`config.mk`:
```
export PLATFORM = sky130hd
export DESIGN_NAME = interval_counter_tick_delta_core_flat
export DESIGN_NICKNAME = d
export VERILOG_FILES = /design/src/hw/rtl/ictd_pkg.sv /design/src/hw/rtl/ictd_req_if.sv /design/src/hw/rtl/ictd_rsp_if.sv /design/src/hw/rtl/interval_counter_tick_delta_core.sv /design/src/hw/rtl/ictd_track.sv /design/src/flat_wrapper.sv
export SDC_FILE = /design/constraint.sdc
export NUM_CORES = 2
export LEC_CHECK = 0
export ABC_CLOCK_PERIOD_IN_PS = 15100
export BUFFER_PORTS_ARGS = -buffer_cell sky130_fd_sc_hd__buf_2
export CORE_ASPECT_RATIO = 0.7
export CORE_UTILIZATION = 50
export CTS_BUF_LIST = sky130_fd_sc_hd__clkbuf_8
export DETAILED_ROUTE_END_ITERATION = 7
export PLACE_DENSITY = 0.74
export SETUP_SLACK_MARGIN = 0.5
export SLEW_MARGIN = 15
export SYNTH_ARGS = -nofsm -noshare
export SYNTH_HDL_FRONTEND = slang
export SYNTH_SLANG_ARGS = --single-unit
export TNS_END_PERCENT = 30
```
`constraint.sdc`:
```
create_clock -name clock -period 15.1 [get_ports clock]
set_input_delay 0.755 -clock clock [delete_from_list [all_inputs] [get_ports clock]]
set_output_delay 0.755 -clock clock [all_outputs]
set_load 0.01 [all_outputs]
```
`src/hw/rtl/ictd_pkg.sv`:
```
// shared widths, constants and types of the interval counter tick delta block
package ictd_pkg;

   localparam int SAMPLE_W = 16;
   localparam int DELTA_W = 17;
   localparam int INCR_W = 21;
   localparam int TOTAL_W = 64;
   localparam int JITTER_W = 32;
   localparam int JITTER_ROTATE = 7;

   localparam logic [SAMPLE_W-1:0] RELOAD_RESET = 16'd11932;
   localparam logic [INCR_W-1:0] NOMINAL_INCREMENT = 21'd100000;

   // delta * 10^7 / 1193182 = 8 * delta + delta * FRAC_NUM / FRAC_DEN
   localparam int WHOLE_SHIFT = 3;
   localparam int FRAC_NUM_W = 18;
   localparam int FRAC_DEN_W = 20;
   localparam logic [FRAC_NUM_W-1:0] FRAC_NUM = 18'd227272;
   localparam logic [FRAC_DEN_W-1:0] FRAC_DEN = 20'd596591;

   // floor(2^17 * FRAC_NUM / FRAC_DEN): estimate is low by at most one
   localparam int RECIP_W = 16;
   localparam int RECIP_SHIFT = 17;
   localparam logic [RECIP_W-1:0] RECIP_MULT = 16'd49932;

   localparam int QUOT_W = 16;
   localparam int NUMER_W = DELTA_W + FRAC_NUM_W;

   typedef struct packed {
      logic [DELTA_W-1:0] delta;
      logic first;
      logic [TOTAL_W-1:0] total;
      logic [JITTER_W-1:0] jitter;
   } step_type;

endpackage

```
`src/hw/rtl/ictd_req_if.sv`:
```
// request channel: one latched counter sample per beat
interface ictd_req_if;
   logic valid;
   logic ready;
   logic [ictd_pkg::SAMPLE_W-1:0] counter_sample;

   modport source (output valid, output counter_sample, input ready);
   modport sink (input valid, input counter_sample, output ready);
endinterface

```
`src/hw/rtl/ictd_rsp_if.sv`:
```
// response channel: elapsed time result per beat
interface ictd_rsp_if;
   logic valid;
   logic ready;
   logic [ictd_pkg::INCR_W-1:0] increment_100ns;
   logic [ictd_pkg::TOTAL_W-1:0] elapsed_clocks;
   logic [ictd_pkg::JITTER_W-1:0] jitter_word;
   logic first_tick;

   modport source (output valid, output increment_100ns, output elapsed_clocks,
                   output jitter_word, output first_tick, input ready);
   modport sink (input valid, input increment_100ns, input elapsed_clocks,
                 input jitter_word, input first_tick, output ready);
endinterface

```
`src/hw/rtl/interval_counter_tick_delta_core.sv`:
```
// Elapsed-time tracker for a reloading down-counter sampled at each timer tick.
// req_chan carries one latched counter sample per beat; rsp_chan returns one
// result per request: time since the previous tick in 100 ns units, the 64-bit
// clock total, the jitter fold and a first-tick flag. csr_write_enable with
// csr_write_data sets the reload count (reset value 11932); the user must write
// it only while idle, and the block does not enforce this. Each request beat
// passes through registered stages before its response: the state update and
// delta, the reciprocal multiply, then the remainder correction of the divide
// by 1193182. One request is taken every cycle when the response side keeps
// up. Each stage holds a beat and lets a bubble collapse, so while the receiver
// stalls up to three beats are held and req_chan.ready drops only when all
// stages are full. Synchronous reset clears the tick state and all valid flags and
// restores the reload count to 11932; the first tick after reset reports 100000.
module interval_counter_tick_delta_core (
   input  logic clock,
   input  logic reset,
   input  logic csr_write_enable,
   input  logic [ictd_pkg::SAMPLE_W-1:0] csr_write_data,
   ictd_req_if.sink req_chan,
   ictd_rsp_if.source rsp_chan
);

   logic req_beat;
   logic out_free, s2_free, s1_free;
   ictd_pkg::step_type step;

   logic s1_v_ff, s1_v_in;
   ictd_pkg::step_type s1_ff, s1_in;

   logic s2_v_ff, s2_v_in;
   logic [ictd_pkg::DELTA_W-1:0] s2_delta_ff, s2_delta_in;
   logic [ictd_pkg::QUOT_W-1:0] s2_quot_ff, s2_quot_in;
   logic [ictd_pkg::NUMER_W-1:0] s2_numer_ff, s2_numer_in;
   logic s2_first_ff, s2_first_in;
   logic [ictd_pkg::TOTAL_W-1:0] s2_total_ff, s2_total_in;
   logic [ictd_pkg::JITTER_W-1:0] s2_jitter_ff, s2_jitter_in;

   logic out_v_ff, out_v_in;
   logic [ictd_pkg::INCR_W-1:0] out_incr_ff, out_incr_in;
   logic [ictd_pkg::TOTAL_W-1:0] out_total_ff, out_total_in;
   logic [ictd_pkg::JITTER_W-1:0] out_jitter_ff, out_jitter_in;
   logic out_first_ff, out_first_in;

   logic [ictd_pkg::DELTA_W+ictd_pkg::RECIP_W-1:0] recip_prod;
   logic [ictd_pkg::QUOT_W+ictd_pkg::FRAC_DEN_W-1:0] back_prod;
   logic [ictd_pkg::NUMER_W-1:0] remainder;
   logic bump;
   logic [ictd_pkg::INCR_W-1:0] scaled;

   ictd_track u_track (
      .clock(clock),
      .reset(reset),
      .csr_write_enable(csr_write_enable),
      .csr_write_data(csr_write_data),
      .take(req_beat),
      .sample(req_chan.counter_sample),
      .step(step)
   );

   // stage handshake: a stage loads when it is empty or its beat moves on
   always_comb begin
      out_free = !out_v_ff || rsp_chan.ready;
      s2_free = !s2_v_ff || out_free;
      s1_free = !s1_v_ff || s2_free;
      req_chan.ready = s1_free;
      req_beat = req_chan.valid && s1_free;

      s1_v_in = req_beat || (s1_v_ff && !s2_free);
      s2_v_in = (s1_v_ff && s2_free) || (s2_v_ff && !out_free);
      out_v_in = (s2_v_ff && out_free) || (out_v_ff && !rsp_chan.ready);
   end

   // stage 2: reciprocal estimate of the fractional quotient and its numerator
   always_comb begin
      s1_in = req_beat ? step : s1_ff;
      recip_prod = (ictd_pkg::DELTA_W+ictd_pkg::RECIP_W)'(s1_ff.delta)
                 * (ictd_pkg::DELTA_W+ictd_pkg::RECIP_W)'(ictd_pkg::RECIP_MULT);
      if (s1_v_ff && s2_free) begin
         s2_delta_in = s1_ff.delta;
         s2_quot_in = recip_prod[ictd_pkg::DELTA_W+ictd_pkg::RECIP_W-1:ictd_pkg::RECIP_SHIFT];
         s2_numer_in = ictd_pkg::NUMER_W'(s1_ff.delta) * ictd_pkg::NUMER_W'(ictd_pkg::FRAC_NUM);
         s2_first_in = s1_ff.first;
         s2_total_in = s1_ff.total;
         s2_jitter_in = s1_ff.jitter;
      end else begin
         s2_delta_in = s2_delta_ff;
         s2_quot_in = s2_quot_ff;
         s2_numer_in = s2_numer_ff;
         s2_first_in = s2_first_ff;
         s2_total_in = s2_total_ff;
         s2_jitter_in = s2_jitter_ff;
      end
   end

   // stage 3: estimate is low by at most one, the remainder decides
   always_comb begin
      back_prod = (ictd_pkg::QUOT_W+ictd_pkg::FRAC_DEN_W)'(s2_quot_ff)
                * (ictd_pkg::QUOT_W+ictd_pkg::FRAC_DEN_W)'(ictd_pkg::FRAC_DEN);
      remainder = s2_numer_ff - back_prod[ictd_pkg::NUMER_W-1:0];
      bump = remainder >= ictd_pkg::NUMER_W'(ictd_pkg::FRAC_DEN);
      scaled = (ictd_pkg::INCR_W'(s2_delta_ff) << ictd_pkg::WHOLE_SHIFT)
             + ictd_pkg::INCR_W'(s2_quot_ff) + ictd_pkg::INCR_W'(bump);
      if (s2_v_ff && out_free) begin
         out_incr_in = s2_first_ff ? ictd_pkg::NOMINAL_INCREMENT : scaled;
         out_total_in = s2_total_ff;
         out_jitter_in = s2_jitter_ff;
         out_first_in = s2_first_ff;
      end else begin
         out_incr_in = out_incr_ff;
         out_total_in = out_total_ff;
         out_jitter_in = out_jitter_ff;
         out_first_in = out_first_ff;
      end
   end

   always_ff @(posedge clock) begin
      if (reset) begin
         s1_v_ff <= 1'b0;
         s2_v_ff <= 1'b0;
         out_v_ff <= 1'b0;
      end else begin
         s1_v_ff <= s1_v_in;
         s2_v_ff <= s2_v_in;
         out_v_ff <= out_v_in;
      end
   end

   always_ff @(posedge clock) begin
      s1_ff <= s1_in;
      s2_delta_ff <= s2_delta_in;
      s2_quot_ff <= s2_quot_in;
      s2_numer_ff <= s2_numer_in;
      s2_first_ff <= s2_first_in;
      s2_total_ff <= s2_total_in;
      s2_jitter_ff <= s2_jitter_in;
      out_incr_ff <= out_incr_in;
      out_total_ff <= out_total_in;
      out_jitter_ff <= out_jitter_in;
      out_first_ff <= out_first_in;
   end

   assign rsp_chan.valid = out_v_ff;
   assign rsp_chan.increment_100ns = out_incr_ff;
   assign rsp_chan.elapsed_clocks = out_total_ff;
   assign rsp_chan.jitter_word = out_jitter_ff;
   assign rsp_chan.first_tick = out_first_ff;

   // reciprocal estimate never misses by more than one step
   a_remainder_range: assert property (@(posedge clock) disable iff (reset)
      s2_v_ff |-> remainder < (ictd_pkg::NUMER_W'(ictd_pkg::FRAC_DEN)
                             + ictd_pkg::NUMER_W'(ictd_pkg::FRAC_DEN)))
      else $error("quotient estimate out of correction range");

   // a full pipe behind a stalled receiver takes no beat
   a_full_stall: assert property (@(posedge clock) disable iff (reset)
      (s1_v_ff && s2_v_ff && out_v_ff && !rsp_chan.ready) |-> !req_chan.ready)
      else $error("request taken with every stage full");

   // the increment stays at or below 1100000
   a_incr_bound: assert property (@(posedge clock) disable iff (reset)
      out_v_ff |-> out_incr_ff <= ictd_pkg::INCR_W'(1100000))
      else $error("increment beyond bound");

   // a beat in stage one moves on once the stage behind it is free
   a_s1_drain: assert property (@(posedge clock) disable iff (reset)
      (s1_v_ff && s2_free) |=> s2_v_ff)
      else $error("stage one beat lost");

   // no beat shows up out of an empty pipe
   a_no_invent: assert property (@(posedge clock) disable iff (reset)
      (!s1_v_ff && !s2_v_ff && !out_v_ff) |=> !out_v_ff)
      else $error("response without request");

endmodule

```
`src/hw/rtl/ictd_track.sv`:
```
// tick state: previous sample, wrap undo, clock total and jitter fold
module ictd_track (
   input  logic clock,
   input  logic reset,
   input  logic csr_write_enable,
   input  logic [ictd_pkg::SAMPLE_W-1:0] csr_write_data,
   input  logic take,
   input  logic [ictd_pkg::SAMPLE_W-1:0] sample,
   output ictd_pkg::step_type step
);

   logic [ictd_pkg::SAMPLE_W-1:0] reload_ff, reload_in;
   logic [ictd_pkg::SAMPLE_W-1:0] prev_ff, prev_in;
   logic started_ff, started_in;
   logic [ictd_pkg::TOTAL_W-1:0] total_ff, total_in;
   logic [ictd_pkg::JITTER_W-1:0] fold_ff, fold_in;

   logic [ictd_pkg::DELTA_W-1:0] wrap_sum;
   logic [ictd_pkg::DELTA_W-1:0] sample_ext;
   logic [ictd_pkg::DELTA_W-1:0] delta;
   logic [ictd_pkg::JITTER_W-1:0] fold_next;
   logic [ictd_pkg::TOTAL_W-1:0] total_next;

   always_comb begin
      sample_ext = ictd_pkg::DELTA_W'(sample);
      wrap_sum = ictd_pkg::DELTA_W'(prev_ff) + ictd_pkg::DELTA_W'(reload_ff);
      if (sample <= prev_ff) begin
         delta = ictd_pkg::DELTA_W'(prev_ff) - sample_ext;
      end else if (wrap_sum >= sample_ext) begin
         delta = wrap_sum - sample_ext;
      end else begin
         // sample beyond the reload value
         delta = '0;
      end
      fold_next = {fold_ff[ictd_pkg::JITTER_W-ictd_pkg::JITTER_ROTATE-1:0],
                   fold_ff[ictd_pkg::JITTER_W-1:ictd_pkg::JITTER_W-ictd_pkg::JITTER_ROTATE]}
                  ^ ictd_pkg::JITTER_W'(sample);
      total_next = started_ff ? total_ff + ictd_pkg::TOTAL_W'(delta) : total_ff;

      step.delta = delta;
      step.first = !started_ff;
      step.total = total_next;
      step.jitter = fold_next;

      reload_in = csr_write_enable ? csr_write_data : reload_ff;
      prev_in = take ? sample : prev_ff;
      started_in = started_ff || take;
      total_in = take ? total_next : total_ff;
      fold_in = take ? fold_next : fold_ff;
   end

   always_ff @(posedge clock) begin
      if (reset) begin
         reload_ff <= ictd_pkg::RELOAD_RESET;
         prev_ff <= '0;
         started_ff <= 1'b0;
         total_ff <= '0;
         fold_ff <= '0;
      end else begin
         reload_ff <= reload_in;
         prev_ff <= prev_in;
         started_ff <= started_in;
         total_ff <= total_in;
         fold_ff <= fold_in;
      end
   end

endmodule
```
`src/flat_wrapper.sv`:
```
// flat-port wrapper written by rule: the top's interface ports become plain ports
module interval_counter_tick_delta_core_flat 
  (clock, reset, csr_write_enable, csr_write_data, req_chan_valid, req_chan_counter_sample, req_chan_ready, rsp_chan_valid, rsp_chan_increment_100ns, rsp_chan_elapsed_clocks, rsp_chan_jitter_word, rsp_chan_first_tick, rsp_chan_ready);
  ictd_req_if req_chan_i ();
  ictd_rsp_if rsp_chan_i ();
  input  logic clock;
  input  logic reset;
  input  logic csr_write_enable;
  input  logic [ictd_pkg::SAMPLE_W-1:0] csr_write_data;
  input wire logic [$bits(req_chan_i.valid)-1:0] req_chan_valid;
  input wire logic [$bits(req_chan_i.counter_sample)-1:0] req_chan_counter_sample;
  output wire logic [$bits(req_chan_i.ready)-1:0] req_chan_ready;
  output wire logic [$bits(rsp_chan_i.valid)-1:0] rsp_chan_valid;
  output wire logic [$bits(rsp_chan_i.increment_100ns)-1:0] rsp_chan_increment_100ns;
  output wire logic [$bits(rsp_chan_i.elapsed_clocks)-1:0] rsp_chan_elapsed_clocks;
  output wire logic [$bits(rsp_chan_i.jitter_word)-1:0] rsp_chan_jitter_word;
  output wire logic [$bits(rsp_chan_i.first_tick)-1:0] rsp_chan_first_tick;
  input wire logic [$bits(rsp_chan_i.ready)-1:0] rsp_chan_ready;
  assign req_chan_i.valid = req_chan_valid;
  assign req_chan_i.counter_sample = req_chan_counter_sample;
  assign req_chan_ready = req_chan_i.ready;
  assign rsp_chan_valid = rsp_chan_i.valid;
  assign rsp_chan_increment_100ns = rsp_chan_i.increment_100ns;
  assign rsp_chan_elapsed_clocks = rsp_chan_i.elapsed_clocks;
  assign rsp_chan_jitter_word = rsp_chan_i.jitter_word;
  assign rsp_chan_first_tick = rsp_chan_i.first_tick;
  assign rsp_chan_i.ready = rsp_chan_ready;
  interval_counter_tick_delta_core u_core (.clock(clock), .reset(reset), .csr_write_enable(csr_write_enable), .csr_write_data(csr_write_data), .req_chan(req_chan_i), .rsp_chan(rsp_chan_i));
endmodule
```
==> results.txt <==
synthesized cell area - 36900 um^2
Rel. slew slack - 29.6%
CTS tree - yes
Synthesized Nets - 4105
HPWL Detailed - 69.8 mm
initial antenna violation count - 4
Worst Path Arrival - 10.42 ns
Tot GR Track Use - 23.6%
hold_buf cts - 0
htree depth - 3
max-cap viol count - 0
R2R Path Start - u_core.s2_quot_ff[12]$_DFFE_PP_
Final ANT Viol Nets - 0
outcome - finished clean
Clock Latency Late Sink - 0.71 ns
RR Endpoint - u_core.rsp_chan.increment_100ns[18]$_SDFFCE_PP0P_
# resized after CTS - 0
Setup crit end kind - register
r2r worst-path depth - 34
synthesized netlist cell count - 3332
ys flop type - edfxtp_1
fmax - 0.0996 GHz
worst min path class - primary input to register
vias in the first global route - 23600
largest net degree at the start of global routing - 160
Layout Skew - 0.0489 ns
# port buffers - 156
WP data required - 15.48 ns
#FFs+latches synth - 523
post-synthesis sequential area ratio - 39.0%
final max-slew violation count - 0
worst hold path startpoint - csr_write_data[7]
layout cells sized above 1 - 9.27%
clk root buf - clkbuf_8
final worst path period need - 10.04 ns
DR vias/cell - 5.39
initial DRC count - 2593
DP Worst Slack - 5.22 ns
starting density of the core - 51.0%
Final Cycle Share - 66.5%
TritonCTS buffer count - 85
count of different cell masters after synthesis - 79
final hold vios - 0
CP max stage cell - o41ai_1
synthesized area per cell - 11.1 um^2
setup ws final - 5.06 ns
EDFF count, synth - 391
first-pass GRT wire length - 137 mm
Ys Warns - 0
Total Wirelength - 88.3 mm
CP max stage delay - 0.57 ns
Finish-stage setup viols - 0
kind of critical path - register to register
Remaining DRCs - 0
WHS Path Cells - 2
CTS Sinks - 523
Placer Congestion - 0.969
total grt overflow - 0
WL per Instance - 19.4 um
TritonRoute pass-1 iters - 5
# IOs - 157
Die Wd - 327 um
die area - 74900 um^2
CP max FO - 8
RSZ-0062 raised after global routing - false
Worst Hold Path EP - u_core.u_track.reload_ff[7]$_SDFFE_PP1P_
register clock-pin slew on the reported worst setup and hold paths - 0.06 ns
ys async rst share - 0%
Core Area - 72300 um^2
crit start category - register
row count - 82
r2r setup slk - 5.06 ns
cell mode on critical path - fa_1
chip height - 229 um
setup TNS - 0 ns
Layout area overhead - 9.90%
postcts setup bufs - 0
CTS Buffer Depth - 3
Vias - 24600
final net count - 4294
Worst-Margin Slew - 1.05 ns
-- critical path, delay by kind of cell (launching register included) --
family	cells	cell delay, ns
fa+ha+maj	9	3.84
simple gates	6	1.08
mux	1	0.23
compound gates	13	3.64
buf+inv	5	0.47
flops	1	0.50
-- metal layers --
layer	global-route usage, %	wire, um	vias up
met4	5.48	1500	0
met2	32.0	35600	857
met1	38.2	44300	11900
met3	4.68	6910	98
met5	0	0	-
li1	-	-	11700
-- cells in the mapped netlist (all sizes together) (57+ instances only) --
cell      n  share of area [%]
inv     554                5.6
xnor2   129                3.1
dfxtp   132                7.2
o21ai    74                1.0
fa      294                 16
ha      442                 15
nand2   241                2.5
a21oi   200                2.7
xor2    101                2.4
nor2    170                1.7
edfxtp  391                 32
clkbuf   57               0.58
-- how the worst max path moves through the flow --
stage / startpoint / end / slack, ns
floorplan: rsp_chan_ready / u_core.s2_delta_ff[0]$_DFFE_PP_ / 1.87
global placement: u_core.s2_quot_ff[13]$_DFFE_PP_ / u_core.rsp_chan.increment_100ns[18]$_SDFFCE_PP0P_ / 5.29
detailed placement: u_core.s2_quot_ff[12]$_DFFE_PP_ / u_core.rsp_chan.increment_100ns[18]$_SDFFCE_PP0P_ / 5.22
CTS: u_core.s2_quot_ff[12]$_DFFE_PP_ / u_core.rsp_chan.increment_100ns[18]$_SDFFCE_PP0P_ / 5.18
global route: u_core.s2_quot_ff[13]$_DFFE_PP_ / u_core.rsp_chan.increment_100ns[18]$_SDFFCE_PP0P_ / 4.51
finish: u_core.s2_quot_ff[12]$_DFFE_PP_ / u_core.rsp_chan.increment_100ns[18]$_SDFFCE_PP0P_ / 5.06
-- per-stage QoR --
| step | utilization [%] | area [um^2] | hold WS, ns | instances |
|---|---|---|---|---|
| after floorplan | - | 36900 | 0.400 | 3332 |
| after global routing | 56.1 | 40600 | 0.230 | 4562 |
| after CTS | 56.1 | 40500 | 0.204 | 4558 |
| after global placement | 53.6 | 38800 | 0.401 | 4400 |
| final | 56.1 | 40600 | 0.260 | 4562 |
| after detailed placement | 53.6 | 38800 | 0.405 | 4400 |
-- placed cells by master (no fill, tap or decap), drive strengths merged, types with 10 or more instances in the layout --
master,synthesis,layout
a211o,17,17
a211oi,10,10
a21o,47,47
a21oi,200,200
a31oi,12,12
and3,19,19
buf,9,168
clkbuf,57,91
clkinv,0,27
dfxtp,132,132
edfxtp,391,391
fa,294,294
ha,442,442
inv,554,587
mux2,19,19
nand2,241,241
nand2b,29,29
nand3,52,52
nand4,26,26
nor2,170,170
nor2b,27,27
nor3,52,52
nor4,12,12
o211ai,10,10
o21a,13,13
o21ai,74,74
o21bai,18,18
o22ai,17,17
o31ai,12,12
or2,14,14
or3,27,27
xnor2,129,129
xor2,101,101
-- sequential cells by signal (all words and copies together), names as in the netlist, 16 cells and up --
register,cells
u_core.rsp_chan.elapsed_clocks,64
u_core.rsp_chan.increment_100ns,21
u_core.rsp_chan.jitter_word,32
u_core.s1_ff,114
u_core.s2_delta_ff,17
u_core.s2_jitter_ff,32
u_core.s2_numer_ff,29
u_core.s2_quot_ff,16
u_core.s2_total_ff,64
u_core.u_track.fold_ff,32
u_core.u_track.prev_ff,16
u_core.u_track.reload_ff,16
u_core.u_track.total_ff,64
-- cell type report --
type | instances | area, um^2
antenna | 4 | 10.0
clock buffer | 91 | 1250
clock inverter | 67 | 526
fill | 6110 | 31800
inverter | 554 | 2080
multi-input combinational | 2189 | 20200
sequential | 523 | 14400
tap | 966 | 1210
timing repair buffer | 168 | 886
-- cells by family after synthesis --
| group | synth area share [%] |
|---|---|
| compound gates | 8.45 |
| mux | 0.824 |
| flops | 39.0 |
| simple gates | 9.02 |
| fa+ha+maj | 30.9 |
| buf+inv | 6.34 |
| xor+xnor | 5.46 |
Power is left out: the tool's default activity adds up to more than one toggle a clock period on the data nets, which glitch-free logic cannot reach.
